<file path="config.mk">
export PLATFORM = sky130hd
export DESIGN_NAME = windowed_mse_attack_detector
export DESIGN_NICKNAME = d
export VERILOG_FILES = /design/src/hdl/wmse_pkg.sv /design/src/hdl/windowed_mse_attack_detector.sv
export SDC_FILE = /design/constraint.sdc
export NUM_CORES = 2
export LEC_CHECK = 0
export BUFFER_PORTS_ARGS = -buffer_cell sky130_fd_sc_hd__buf_2
export CAP_MARGIN = 20
export CORE_MARGIN = 3
export CORE_UTILIZATION = 55
export CTS_CLUSTER_DIAMETER = 200
export DETAILED_ROUTE_END_ITERATION = 12
export PLACE_DENSITY = 0.75
export SLEW_MARGIN = 30
export SYNTH_ARGS = -nofsm -noshare
export SYNTH_HDL_FRONTEND = slang
export SYNTH_SLANG_ARGS = --single-unit
</file>
<file path="constraint.sdc">
create_clock -name clk -period 27.8 [get_ports clk]
set_input_delay 1.39 -clock clk [delete_from_list [all_inputs] [get_ports clk]]
set_output_delay 1.39 -clock clk [all_outputs]
set_load 0.02 [all_outputs]
</file>
<file path="src/hdl/wmse_pkg.sv">
// wmse_pkg: types, widths, register codes and reset values for the windowed
// MSE attack detector. No dependencies; used by the top level and its checker.

package wmse_pkg;

  // Field widths
  localparam int SAMPLE_WIDTH        = 24;   // Q16.8 samples
  localparam int MSE_WIDTH           = 63;   // Q47.16 error sum / MSE
  localparam int CNT_WIDTH           = 16;   // over/under counters and limits
  localparam int WLEN_WIDTH          = 16;   // window_length register
  localparam int INDEX_WIDTH_DEFAULT = 16;   // sample index width

  // Configuration port
  localparam int CFG_INDEX_WIDTH = 3;
  localparam int CFG_DATA_WIDTH  = 63;

  // Divider sequencing: one quotient bit per cycle
  localparam int DIV_STEPS     = MSE_WIDTH;
  localparam int DIV_CNT_WIDTH = $clog2(DIV_STEPS);

  localparam logic [MSE_WIDTH-1:0] MSE_MAX = '1;
  localparam logic [CNT_WIDTH-1:0] CNT_MAX = '1;

  // Reset values of the configuration registers
  localparam logic [WLEN_WIDTH-1:0] WINDOW_LENGTH_RST      = WLEN_WIDTH'(4096);
  localparam logic [MSE_WIDTH-1:0]  DETECT_THRESHOLD_RST   = '1;
  localparam logic [MSE_WIDTH-1:0]  CLEAR_THRESHOLD_RST    = '0;
  localparam logic [CNT_WIDTH-1:0]  DETECT_COUNT_LIMIT_RST = CNT_WIDTH'(10);
  localparam logic [CNT_WIDTH-1:0]  CLEAR_COUNT_LIMIT_RST  = CNT_WIDTH'(100);

  typedef enum logic [CFG_INDEX_WIDTH-1:0] {
    REG_WINDOW_LENGTH      = 3'd0,
    REG_DETECT_THRESHOLD   = 3'd1,
    REG_CLEAR_THRESHOLD    = 3'd2,
    REG_DETECT_COUNT_LIMIT = 3'd3,
    REG_CLEAR_COUNT_LIMIT  = 3'd4
  } cfg_reg_t;

  typedef enum logic [2:0] {
    ST_IDLE,
    ST_SQUARE,
    ST_ACCUM,
    ST_DIVIDE,
    ST_UPDATE
  } state_t;

  typedef struct packed {
    logic signed [SAMPLE_WIDTH-1:0] measured;
    logic signed [SAMPLE_WIDTH-1:0] predicted;
    logic                           armed;
  } in_item_t;

  typedef struct packed {
    logic signed [SAMPLE_WIDTH-1:0] estimate;
    logic [MSE_WIDTH-1:0]           mse;
    logic                           attack_flag;
    logic [MSE_WIDTH-1:0]           peak_mse;
  } out_item_t;

endpackage

</file>
<file path="src/hdl/windowed_mse_attack_detector.sv">
// windowed_mse_attack_detector: top level. Squares the prediction error,
// keeps a saturating window sum, divides it bit-serially and runs the flag logic.
// Depends on wmse_pkg.
//
//   channel | direction | handshake           | payload
//   --------+-----------+---------------------+---------------------------------
//   in      | input     | in_valid / in_stall | in_data  (measured, predicted, armed)
//   out     | output    | out_valid/out_stall | out_data (estimate, mse, flag, peak)
//   cfg     | input     | cfg_we              | cfg_index, cfg_data
//
// Sequence: an armed transaction is squared, accumulated, divided by the
// restoring divider (one quotient bit per cycle) and then used to update
// state; a disarmed one goes straight to the update step.
// Reset: synchronous rst clears window state, flag and peak; sets register defaults.
// Stalls: the result sits in an output register, so a stalled output does not
// block the next transaction from being accepted and worked on; only the final
// update step waits for the output register to be free.

module windowed_mse_attack_detector #(
  parameter int INDEX_WIDTH = wmse_pkg::INDEX_WIDTH_DEFAULT
) (
  input  logic                                 clk,
  input  logic                                 rst,
  input  logic                                 in_valid,
  output logic                                 in_stall,
  input  wmse_pkg::in_item_t                   in_data,
  output logic                                 out_valid,
  input  logic                                 out_stall,
  output wmse_pkg::out_item_t                  out_data,
  input  logic                                 cfg_we,
  input  logic [wmse_pkg::CFG_INDEX_WIDTH-1:0] cfg_index,
  input  logic [wmse_pkg::CFG_DATA_WIDTH-1:0]  cfg_data
);

  localparam int SW        = wmse_pkg::SAMPLE_WIDTH;
  localparam int PW        = 2 * SW;                    // squared error width
  localparam int MW        = wmse_pkg::MSE_WIDTH;
  localparam int CW        = wmse_pkg::CNT_WIDTH;
  localparam int DIV_WIDTH = INDEX_WIDTH + 1;           // divisor = index + 1
  localparam int CMP_WIDTH = (INDEX_WIDTH > wmse_pkg::WLEN_WIDTH) ?
                             INDEX_WIDTH : wmse_pkg::WLEN_WIDTH;

  // ---------------------------------------------------------------------------
  // Configuration registers
  // ---------------------------------------------------------------------------
  logic [wmse_pkg::WLEN_WIDTH-1:0] window_length;
  logic [MW-1:0]                   detect_threshold;
  logic [MW-1:0]                   clear_threshold;
  logic [CW-1:0]                   detect_count_limit;
  logic [CW-1:0]                   clear_count_limit;

  always_ff @(posedge clk) begin
    if (rst) begin
      window_length      <= wmse_pkg::WINDOW_LENGTH_RST;
      detect_threshold   <= wmse_pkg::DETECT_THRESHOLD_RST;
      clear_threshold    <= wmse_pkg::CLEAR_THRESHOLD_RST;
      detect_count_limit <= wmse_pkg::DETECT_COUNT_LIMIT_RST;
      clear_count_limit  <= wmse_pkg::CLEAR_COUNT_LIMIT_RST;
    end else if (cfg_we) begin
      unique case (cfg_index)
        wmse_pkg::REG_WINDOW_LENGTH: begin
          window_length <= cfg_data[wmse_pkg::WLEN_WIDTH-1:0];
        end
        wmse_pkg::REG_DETECT_THRESHOLD: begin
          detect_threshold <= cfg_data[MW-1:0];
        end
        wmse_pkg::REG_CLEAR_THRESHOLD: begin
          clear_threshold <= cfg_data[MW-1:0];
        end
        wmse_pkg::REG_DETECT_COUNT_LIMIT: begin
          detect_count_limit <= cfg_data[CW-1:0];
        end
        wmse_pkg::REG_CLEAR_COUNT_LIMIT: begin
          clear_count_limit <= cfg_data[CW-1:0];
        end
        default: begin
          // unmapped index: write dropped
        end
      endcase
    end
  end

  // ---------------------------------------------------------------------------
  // Control state and window state
  // ---------------------------------------------------------------------------
  wmse_pkg::state_t             state, state_next;
  logic [wmse_pkg::DIV_CNT_WIDTH-1:0] div_cnt;

  logic [MW-1:0]          error_sum;
  logic [INDEX_WIDTH-1:0] sample_index;
  logic [CW-1:0]          over_count;
  logic [CW-1:0]          under_count;
  logic                   flag_reg;
  logic [MW-1:0]          peak_reg;

  // Payload registers (no reset)
  wmse_pkg::in_item_t     sample;
  logic [PW-1:0]          sq;
  logic [MW-1:0]          quo;       // dividend shifts out, quotient shifts in
  logic [DIV_WIDTH-1:0]   rem;
  logic [DIV_WIDTH-1:0]   divisor;

  logic accept;
  logic out_free;
  logic upd_fire;

  // Next state
  always_comb begin
    state_next = state;
    unique case (state)
      wmse_pkg::ST_IDLE: begin
        if (accept) begin
          state_next = in_data.armed ? wmse_pkg::ST_SQUARE : wmse_pkg::ST_UPDATE;
        end
      end
      wmse_pkg::ST_SQUARE: state_next = wmse_pkg::ST_ACCUM;
      wmse_pkg::ST_ACCUM:  state_next = wmse_pkg::ST_DIVIDE;
      wmse_pkg::ST_DIVIDE: begin
        if (div_cnt == '0) begin
          state_next = wmse_pkg::ST_UPDATE;
        end
      end
      wmse_pkg::ST_UPDATE: begin
        if (out_free) begin
          state_next = wmse_pkg::ST_IDLE;
        end
      end
      default: state_next = wmse_pkg::ST_IDLE;
    endcase
  end

  // Control outputs
  always_comb begin
    in_stall = (state != wmse_pkg::ST_IDLE);
    accept   = in_valid && !in_stall;
    out_free = !out_valid || !out_stall;
    upd_fire = (state == wmse_pkg::ST_UPDATE) && out_free;
  end

  // ---------------------------------------------------------------------------
  // Datapath
  // ---------------------------------------------------------------------------
  logic signed [SW:0] diff;
  logic [SW:0]        mag_full;
  logic [SW-1:0]      mag;
  logic [PW-1:0]      sq_prod;
  logic [MW:0]        sum_wide;
  logic [MW-1:0]      sum_sat;

  // |pred - meas| fits SW bits; square fits 2*SW bits
  always_comb begin
    diff     = $signed({sample.predicted[SW-1], sample.predicted})
             - $signed({sample.measured[SW-1], sample.measured});
    mag_full = diff[SW] ? 
               (SW+1)'(-diff) : (SW+1)'(diff);
    mag      = mag_full[SW-1:0];
    sq_prod  = PW'(mag) * PW'(mag);
    // error_sum never exceeds MSE_MAX, so a carry into the top bit means saturate
    sum_wide = {1'b0, error_sum} + (MW+1)'(sq);
    sum_sat  = sum_wide[MW] ? wmse_pkg::MSE_MAX : sum_wide[MW-1:0];
  end

  // Restoring divider step
  logic [DIV_WIDTH:0]   rem_sh;
  logic [DIV_WIDTH:0]   rem_diff;
  logic                 fits;
  logic [DIV_WIDTH-1:0] rem_next;
  logic [MW-1:0]        quo_next;

  always_comb begin
    rem_sh   = {rem, quo[MW-1]};
    rem_diff = rem_sh - {1'b0, divisor};
    fits     = (rem_sh >= {1'b0, divisor});
    rem_next = fits ? rem_diff[DIV_WIDTH-1:0] : rem_sh[DIV_WIDTH-1:0];
    quo_next = {quo[MW-2:0], fits};
  end

  // Window, counter and flag update
  logic [MW-1:0]          mse_v;
  logic [INDEX_WIDTH-1:0] idx_inc;
  logic                   win_end;
  logic [MW-1:0]          sum_u;
  logic [INDEX_WIDTH-1:0] idx_u;
  logic [CW-1:0]          over_u;
  logic [CW-1:0]          under_u;
  logic                   flag_u;
  logic [MW-1:0]          peak_u;

  always_comb begin
    mse_v   = sample.armed ? quo : '0;
    idx_inc = sample_index + INDEX_WIDTH'(1);
    win_end = (CMP_WIDTH'(idx_inc) >= CMP_WIDTH'(window_length));
    sum_u   = error_sum;
    idx_u   = idx_inc;
    over_u  = over_count;
    under_u = under_count;
    flag_u  = flag_reg;
    peak_u  = peak_reg;
    if (!sample.armed) begin
      sum_u   = '0;
      idx_u   = '0;
      over_u  = '0;
      under_u = '0;
    end else begin
      if (mse_v > peak_reg) begin
        peak_u = mse_v;
      end
      if (win_end) begin
        sum_u   = '0;
        idx_u   = '0;
        over_u  = '0;
        under_u = '0;
      end
      if (mse_v > detect_threshold && over_u != wmse_pkg::CNT_MAX) begin
        over_u = over_u + CW'(1);
      end
      if (over_u > detect_count_limit) begin
        flag_u = 1'b1;
      end
      if (flag_u) begin
        if (mse_v < clear_threshold && under_u != wmse_pkg::CNT_MAX) begin
          under_u = under_u + CW'(1);
        end
        // flag drop clears sum and counters but keeps the index
        if (under_u > clear_count_limit) begin
          sum_u   = '0;
          over_u  = '0;
          under_u = '0;
          flag_u  = 1'b0;
        end
      end
    end
  end

  // Control and state registers
  always_ff @(posedge clk) begin
    if (rst) begin
      state        <= wmse_pkg::ST_IDLE;
      div_cnt      <= '0;
      out_valid    <= 1'b0;
      error_sum    <= '0;
      sample_index <= '0;
      over_count   <= '0;
      under_count  <= '0;
      flag_reg     <= 1'b0;
      peak_reg     <= '0;
    end else begin
      state <= state_next;
      if (state == wmse_pkg::ST_ACCUM) begin
        error_sum <= sum_sat;
        div_cnt   <= wmse_pkg::DIV_CNT_WIDTH'(wmse_pkg::DIV_STEPS - 1);
      end else if (state == wmse_pkg::ST_DIVIDE) begin
        div_cnt <= div_cnt - wmse_pkg::DIV_CNT_WIDTH'(1);
      end
      if (upd_fire) begin
        error_sum    <= sum_u;
        sample_index <= idx_u;
        over_count   <= over_u;
        under_count  <= under_u;
        flag_reg     <= flag_u;
        peak_reg     <= peak_u;
        out_valid    <= 1'b1;
      end else if (!out_stall) begin
        out_valid <= 1'b0;
      end
    end
  end

  // Payload registers
  always_ff @(posedge clk) begin
    if (accept) begin
      sample <= in_data;
    end
    if (state == wmse_pkg::ST_SQUARE) begin
      sq <= sq_prod;
    end
    if (state == wmse_pkg::ST_ACCUM) begin
      quo     <= sum_sat;
      rem     <= '0;
      divisor <= DIV_WIDTH'(sample_index) + DIV_WIDTH'(1);
    end else if (state == wmse_pkg::ST_DIVIDE) begin
      quo <= quo_next;
      rem <= rem_next;
    end
    if (upd_fire) begin
      out_data.estimate    <= sample.armed ? sample.predicted : sample.measured;
      out_data.mse         <= mse_v;
      out_data.attack_flag <= flag_u;
      out_data.peak_mse    <= peak_u;
    end
  end

endmodule

</file>
Word-level counts from Yosys, hierarchy flattened

Index checks and enable logic that the tools add are counted.

Bits in registers: 704
Input bits: 120
Output and inout port bits: 153
Word-level logic and storage cells: 124

$add $sub $neg: 9
Multipliers: 1
$lt $le $gt $ge: 7
Equality and inequality tests: 14
Mux-type cells: 46
Reduce and logical (&&, ||, !) cells: 21

Operators with widths:

| cell                  | number |
|---|---|
| $mux 63               | 12 |
| $mux 16               | 17 |
| $gt 63x63->1          | 2 |
| $add 63x48->64        | 1 |
| $lt 63x63->1          | 1 |
| $add 16x1->16 const B | 3 |
| $mul 24x24->48        | 1 |
| $mux 24               | 2 |
| $gt 16x16->1          | 2 |
| $ne 16x16->1 const B  | 2 |
| $sub 24x24->25        | 1 |
| $neg 24->24           | 1 |
| $ge 18x17->1          | 1 |
| $add 16x1->17 const B | 1 |
| $mux 17               | 1 |
| $sub 17x17->17        | 1 |
| $ge 16x16->1          | 1 |
| $pmux 3 s5            | 1 |
| $eq 3x2->1 const B    | 4 |
| $mux 3                | 4 |
| $mux 6                | 2 |
| $reduce_and 2->1      | 5 |
| $mux 1                | 7 |
| $eq 3x1->1 const B    | 2 |
| other kinds (13)      | 23 |

Longest topological paths before layout

Depth after elaboration: 18
Depth in mapped cells: 43
Gate-level depth less buffers: 41

Worst setup path after synthesis

Ideal clock, no wire load.

Path kind: flip-flop to flip-flop
Start: reg sample[1] (netlist name)
End: reg sq[47] (data pin)
Library setup time: 0.268 ns
Arrival: 9.820 ns
Required time: 27.532 ns
Setup slack: 17.712 ns
Stages on the path, launching flop included: 41
Path buffers: 3
Clock period less this slack: 10.088 ns
Cells stage by stage: edfxtp_1 > inv_1 > ha_1 > fa_1 > nor2b_4 > o31a_4 > o21ai_1 > o21ai_2 > a2111oi_4 > nor3_1 > o21bai_1 > a31oi_2 > buf_2 > nor2_1 > xor2_1 > buf_2 > nand2_1 > fa_1 > [... 5 more ...] > fa_1 > fa_1 > inv_1 > fa_1 > ha_1 > clkbuf_1 > nand3_1 > nor3_1 > o2111ai_1 > o2111a_1 > a21oi_1 > a211oi_1 > nor2_1 > a221o_1 > nor2b_1 > o211ai_1 > a21oi_1 > xnor3_1

Longest elaborated chain between the ends: 4

Ends and longest elaborated chain:

| item                     | line                                | text |
|---|---|---|
| start: declaration       | windowed_mse_attack_detector.sv:97  | `wmse_pkg::in_item_t sample;` |
| start signal: assignment | windowed_mse_attack_detector.sv:272 | `sample <= in_data;` |
| $sub 24x24->25 (*)       | windowed_mse_attack_detector.sv:153 | `- $signed({sample.measured[SW-1], sample.measured});` |
| $neg 24->24              | windowed_mse_attack_detector.sv:155 | `(SW+1)'(-diff) : (SW+1)'(diff);` |
| $mux 24 (*)              | windowed_mse_attack_detector.sv:154 | `mag_full = diff[SW] ?` |
| $mul 24x24->48 (*)       | windowed_mse_attack_detector.sv:157 | `sq_prod = PW'(mag) * PW'(mag);` |
| via sq_prod[47]          | windowed_mse_attack_detector.sv:146 | `logic [PW-1:0] sq_prod;` |
| end signal: assignment   | windowed_mse_attack_detector.sv:275 | `sq <= sq_prod;` |
| end: declaration         | windowed_mse_attack_detector.sv:98  | `logic [PW-1:0] sq;` |

The timed path passes the listed nets; every way through them passes the cells marked *.
A chain may end at the register's enable or synchronous reset.

Final worst setup path

Same ends and word-level chain as after synthesis.

==> tab_implementation.tex <==
\begin{tabular}{lr}
\hline
Metric & Value \\
\hline
\multicolumn{2}{l}{\textbf{Clock tree}} \\
PostCTS Resize Cnt & 0 \\
Cell at the root of the clock tree & clkbuf\_16 \\
Bufs on Longest Clock Path & 3 \\
Clk slew on worst S/H paths & 60 ps \\
Number of buffers added by the clock tree synthesis step & 78 \\
Source-to-sink clock delay at the later pin of the worst-skew pair & 640 ps \\
TritonCTS clock tree & yes \\
Number of sinks on the clock net & 703 \\
Number of setup buffers added after CTS & 0 \\
Count of H-tree levels built during CTS & 3 \\
Count of hold-fix buffers inserted at cts & 0 \\
\multicolumn{2}{l}{\textbf{Place}} \\
Global placer's final weighted congestion & 0.965 \\
Detailed-placement wirelength estimate & 106 mm \\
Number of input and output port buffers inserted & 272 \\
Cell count after placement & 7240 \\
\multicolumn{2}{l}{\textbf{Global routing}} \\
Number of antenna violations at the first check in global routing & 2 \\
Global-route wire length before repair & 223 mm \\
Remaining global-route overflow & 0 \\
Pin count of the biggest net entering global routing & 98 \\
Combined global-route utilization of all metal layers & 0.270 \\
Number of global-route vias before repair & 41800 \\
\multicolumn{2}{l}{\textbf{Synthesis}} \\
Mean area per synthesized cell & 9.17 sq um \\
Net count after synthesis & 6928 \\
Leading post-synthesis cells by cell area & edfxtp\_1 (18\%), fa\_1 (16\%), dfxtp\_1 (14\%) \\
Top cell type's share of synthesized area & 0.182 \\
Async set-or-reset flop fraction in the synthesized netlist & 0 \\
Number of synthesized flops with an enable pin & 327 \\
Cells after Synth & 5880 \\
Dominant register cell in the synthesized netlist & dfxtp\_1 \\
Post-synthesis sequential area ratio & 0.322 \\
Post-synthesis instance area & 0.0539 sq mm \\
\#FFs+latches synth & 703 \\
Number of library cell types mapped by synthesis & 93 \\
Post-synth top area cell & edfxtp\_1 \\
Warning count from the yosys run & 0 \\
\multicolumn{2}{l}{\textbf{Setup path}} \\
Required time of the critical path & 28150 ps \\
Kind of cell with the highest combined delay on the critical path & adder cells \\
Worst Setup End Kind & flop \\
Worst reg2reg endpoint & sq[47] \\
Cell depth of the worst flop-to-flop path & 38 \\
Kind of launch point of the worst setup path & flop \\
CP max stage cell & clkinv\_1 \\
Highest cell delay on the worst timing path & 610 ps \\
Worst reg-to-reg setup slack & 16110 ps \\
Arrival time of data at the critical path endpoint & 12040 ps \\
Critical path buffers and inverters & 5 \\
Critical register-to-register path startpoint & sample[1] \\
Most frequent cell on the critical path & fa\_1 \\
Critical setup path kind & reg -> reg \\
Peak fanout along the critical path & 17 \\
\multicolumn{2}{l}{\textbf{Layout}} \\
Total number of nets in the final design & 7092 \\
Area delta synth->final & 9.53\% \\
Largest Register & out\_data \\
Area of the multi-input gates & 0.0326 sq mm \\
Number of filler instances in the final layout & 8216 \\
Fraction of final layout cells with drive strength greater than 1 & 0.0824 \\
Post-Layout Cell Count & 7381 \\
Number of flip-flops in the largest register & 151 \\
Storage element area & 0.0173 sq mm \\
\multicolumn{2}{l}{\textbf{Timing}} \\
Setup violations, final & 0 \\
Ratio of final minimum period to clock period & 0.420 \\
Worst Clk Skew & 31.7 ps \\
Worst slew slack as a fraction of its limit & 0.294 \\
Setup TNS after final layout & 0 ps \\
Highest attainable clock frequency & 85.6 MHz \\
Worst-margin pin slew & 1050 ps \\
Max-slew violations & 0 \\
Hold WS & 454 ps \\
Setup repair after global routing missed its margin & no \\
Minimum period implied by the final worst setup slack & 11690 ps \\
Final Hold Vio Count & 0 \\
\multicolumn{2}{l}{\textbf{Drt}} \\
DRC violations left & 0 \\
Remaining number of nets flagged by the antenna check after routing & 0 \\
Uppermost layer routed & met5 \\
Length of routed met3 wiring & 8.80 mm \\
Routed wire length on met2 & 65.0 mm \\
Wire length after detailed routing & 138 mm \\
Initial drt markers & 3370 \\
Total routed wire length on the met1 layer & 58.8 mm \\
DR pass1 iterations & 5 \\
Post-detailed-route via-to-cell ratio & 5.69 \\
Via total after detailed routing & 42000 \\
Routed wire per std cell & 18.7 microns \\
\multicolumn{2}{l}{\textbf{Die}} \\
Number of rows in the core area & 114 \\
Die Span Y & 319 microns \\
Starting density of the core & 0.556 \\
Horizontal extent of the die & 319 microns \\
Die area & 0.102 sq mm \\
Number of top-level pins & 273 \\
Placeable core area & 0.0970 sq mm \\
\multicolumn{2}{l}{\textbf{Hold path}} \\
End of the worst hold path & detect\_count\_limit[10] \\
Min-Delay Path Depth & 2 \\
Worst min-delay path class & reg -> reg \\
Min-Delay Startpoint & detect\_count\_limit[10] \\
\multicolumn{2}{l}{\textbf{Run status}} \\
Run status & completed \\
\multicolumn{2}{l}{\textbf{Job}} \\
\# Max-Cap Violations & 0 \\
\hline
\end{tabular}
==> worst reg2reg max path, delay by kind of cell (launching register included) <==
family                     cells  cell delay [ps]
DFF                            1              400
and+or+nand+nor                8             1860
xor gates and xnor gates       2              540
adders and majority gates     10             4240
AOI/OAI and AO/OA             13             3340
buffers and inverters          5             1030
==> logic make-up after synthesis <==
family                     after synthesis  synth area share
xor gates and xnor gates               192            0.0319
buffers and inverters                 1087            0.0761
AOI/OAI and AO/OA                     1149             0.133
DFF                                    703             0.322
muxes                                   95            0.0178
and+or+nand+nor                       1726             0.145
adders and majority gates              928             0.275
==> layer usage <==
metal / GRT usage / vias up
met5: 0 / -
met4: 0.102 / 2
met3: 0.0374 / 303
met2: 0.452 / 1384
met1: 0.359 / 20300
li1: - / 20000
==> synth_stat cells (all sizes together), types with 16 or more instances <==
cell,n
nor4,21
nand3,82
and2,93
xnor2,135
fa,427
o21bai,24
a21oi,326
o21ai,333
edfxtp,327
o31ai,16
nor2,441
nor2b,46
a21o,164
dfxtp,376
nand4,82
buf,31
or2,18
and3,48
or3,21
xor2,56
nand2b,39
nand2,737
ha,501
nor3,57
o21a,36
mux2i,87
o211ai,77
a31oi,30
clkbuf,209
inv,841
==> worst max path at each step <==
| stage | start | endpoint | cells past startpoint |
|---|---|---|---|
| 3_5_place_dp | sample[1] | sq[47] | 39 |
| 3_3_place_gp | sample[1] | sq[47] | 39 |
| 6_report | sample[1] | sq[47] | 38 |
| 2_1_floorplan | sample[1] | sq[47] | 40 |
| 5_1_grt | sample[1] | sq[47] | 41 |
| 4_1_cts | sample[1] | sq[47] | 39 |
==> final cells by class <==
type / instances / share of cell area
sequential: 703 / 0.294
clock inverter: 31 / 0.00710
multi-input combinational: 4090 / 0.552
inverter: 847 / 0.0539
timing repair buffer: 324 / 0.0298
tap: 1276 / 0.0270
clock buffer: 108 / 0.0362
antenna: 2 / 0.0000848
==> stage by stage <==
step	setup WS (ps)	util	cell area (sq um)
3_5_place_dp	16230	0.582	56500
2_1_floorplan	17710	-	53900
3_3_place_gp	16480	0.582	56400
5_1_grt	15330	0.609	59000
4_1_cts	16170	0.608	59000
6_report	16110	0.609	59000
==> cells in the final DEF (no fill, tap or decap), drive strengths merged, types with 56 or more instances in the layout <==
cell and instances:
fa 427, a21o 164, nor3 57, o211ai 77
ha 501, dfxtp 376, inv 846, o21ai 333
xor2 56, edfxtp 327, buf 324, nand2 737
nand3 82, a21oi 326, mux2i 87, nand4 82
clkbuf 108, and2 93, xnor2 135, nor2 441
Power is left out: the tool's default activity adds up to more than one toggle a clock period on the data nets, which glitch-free logic cannot reach.
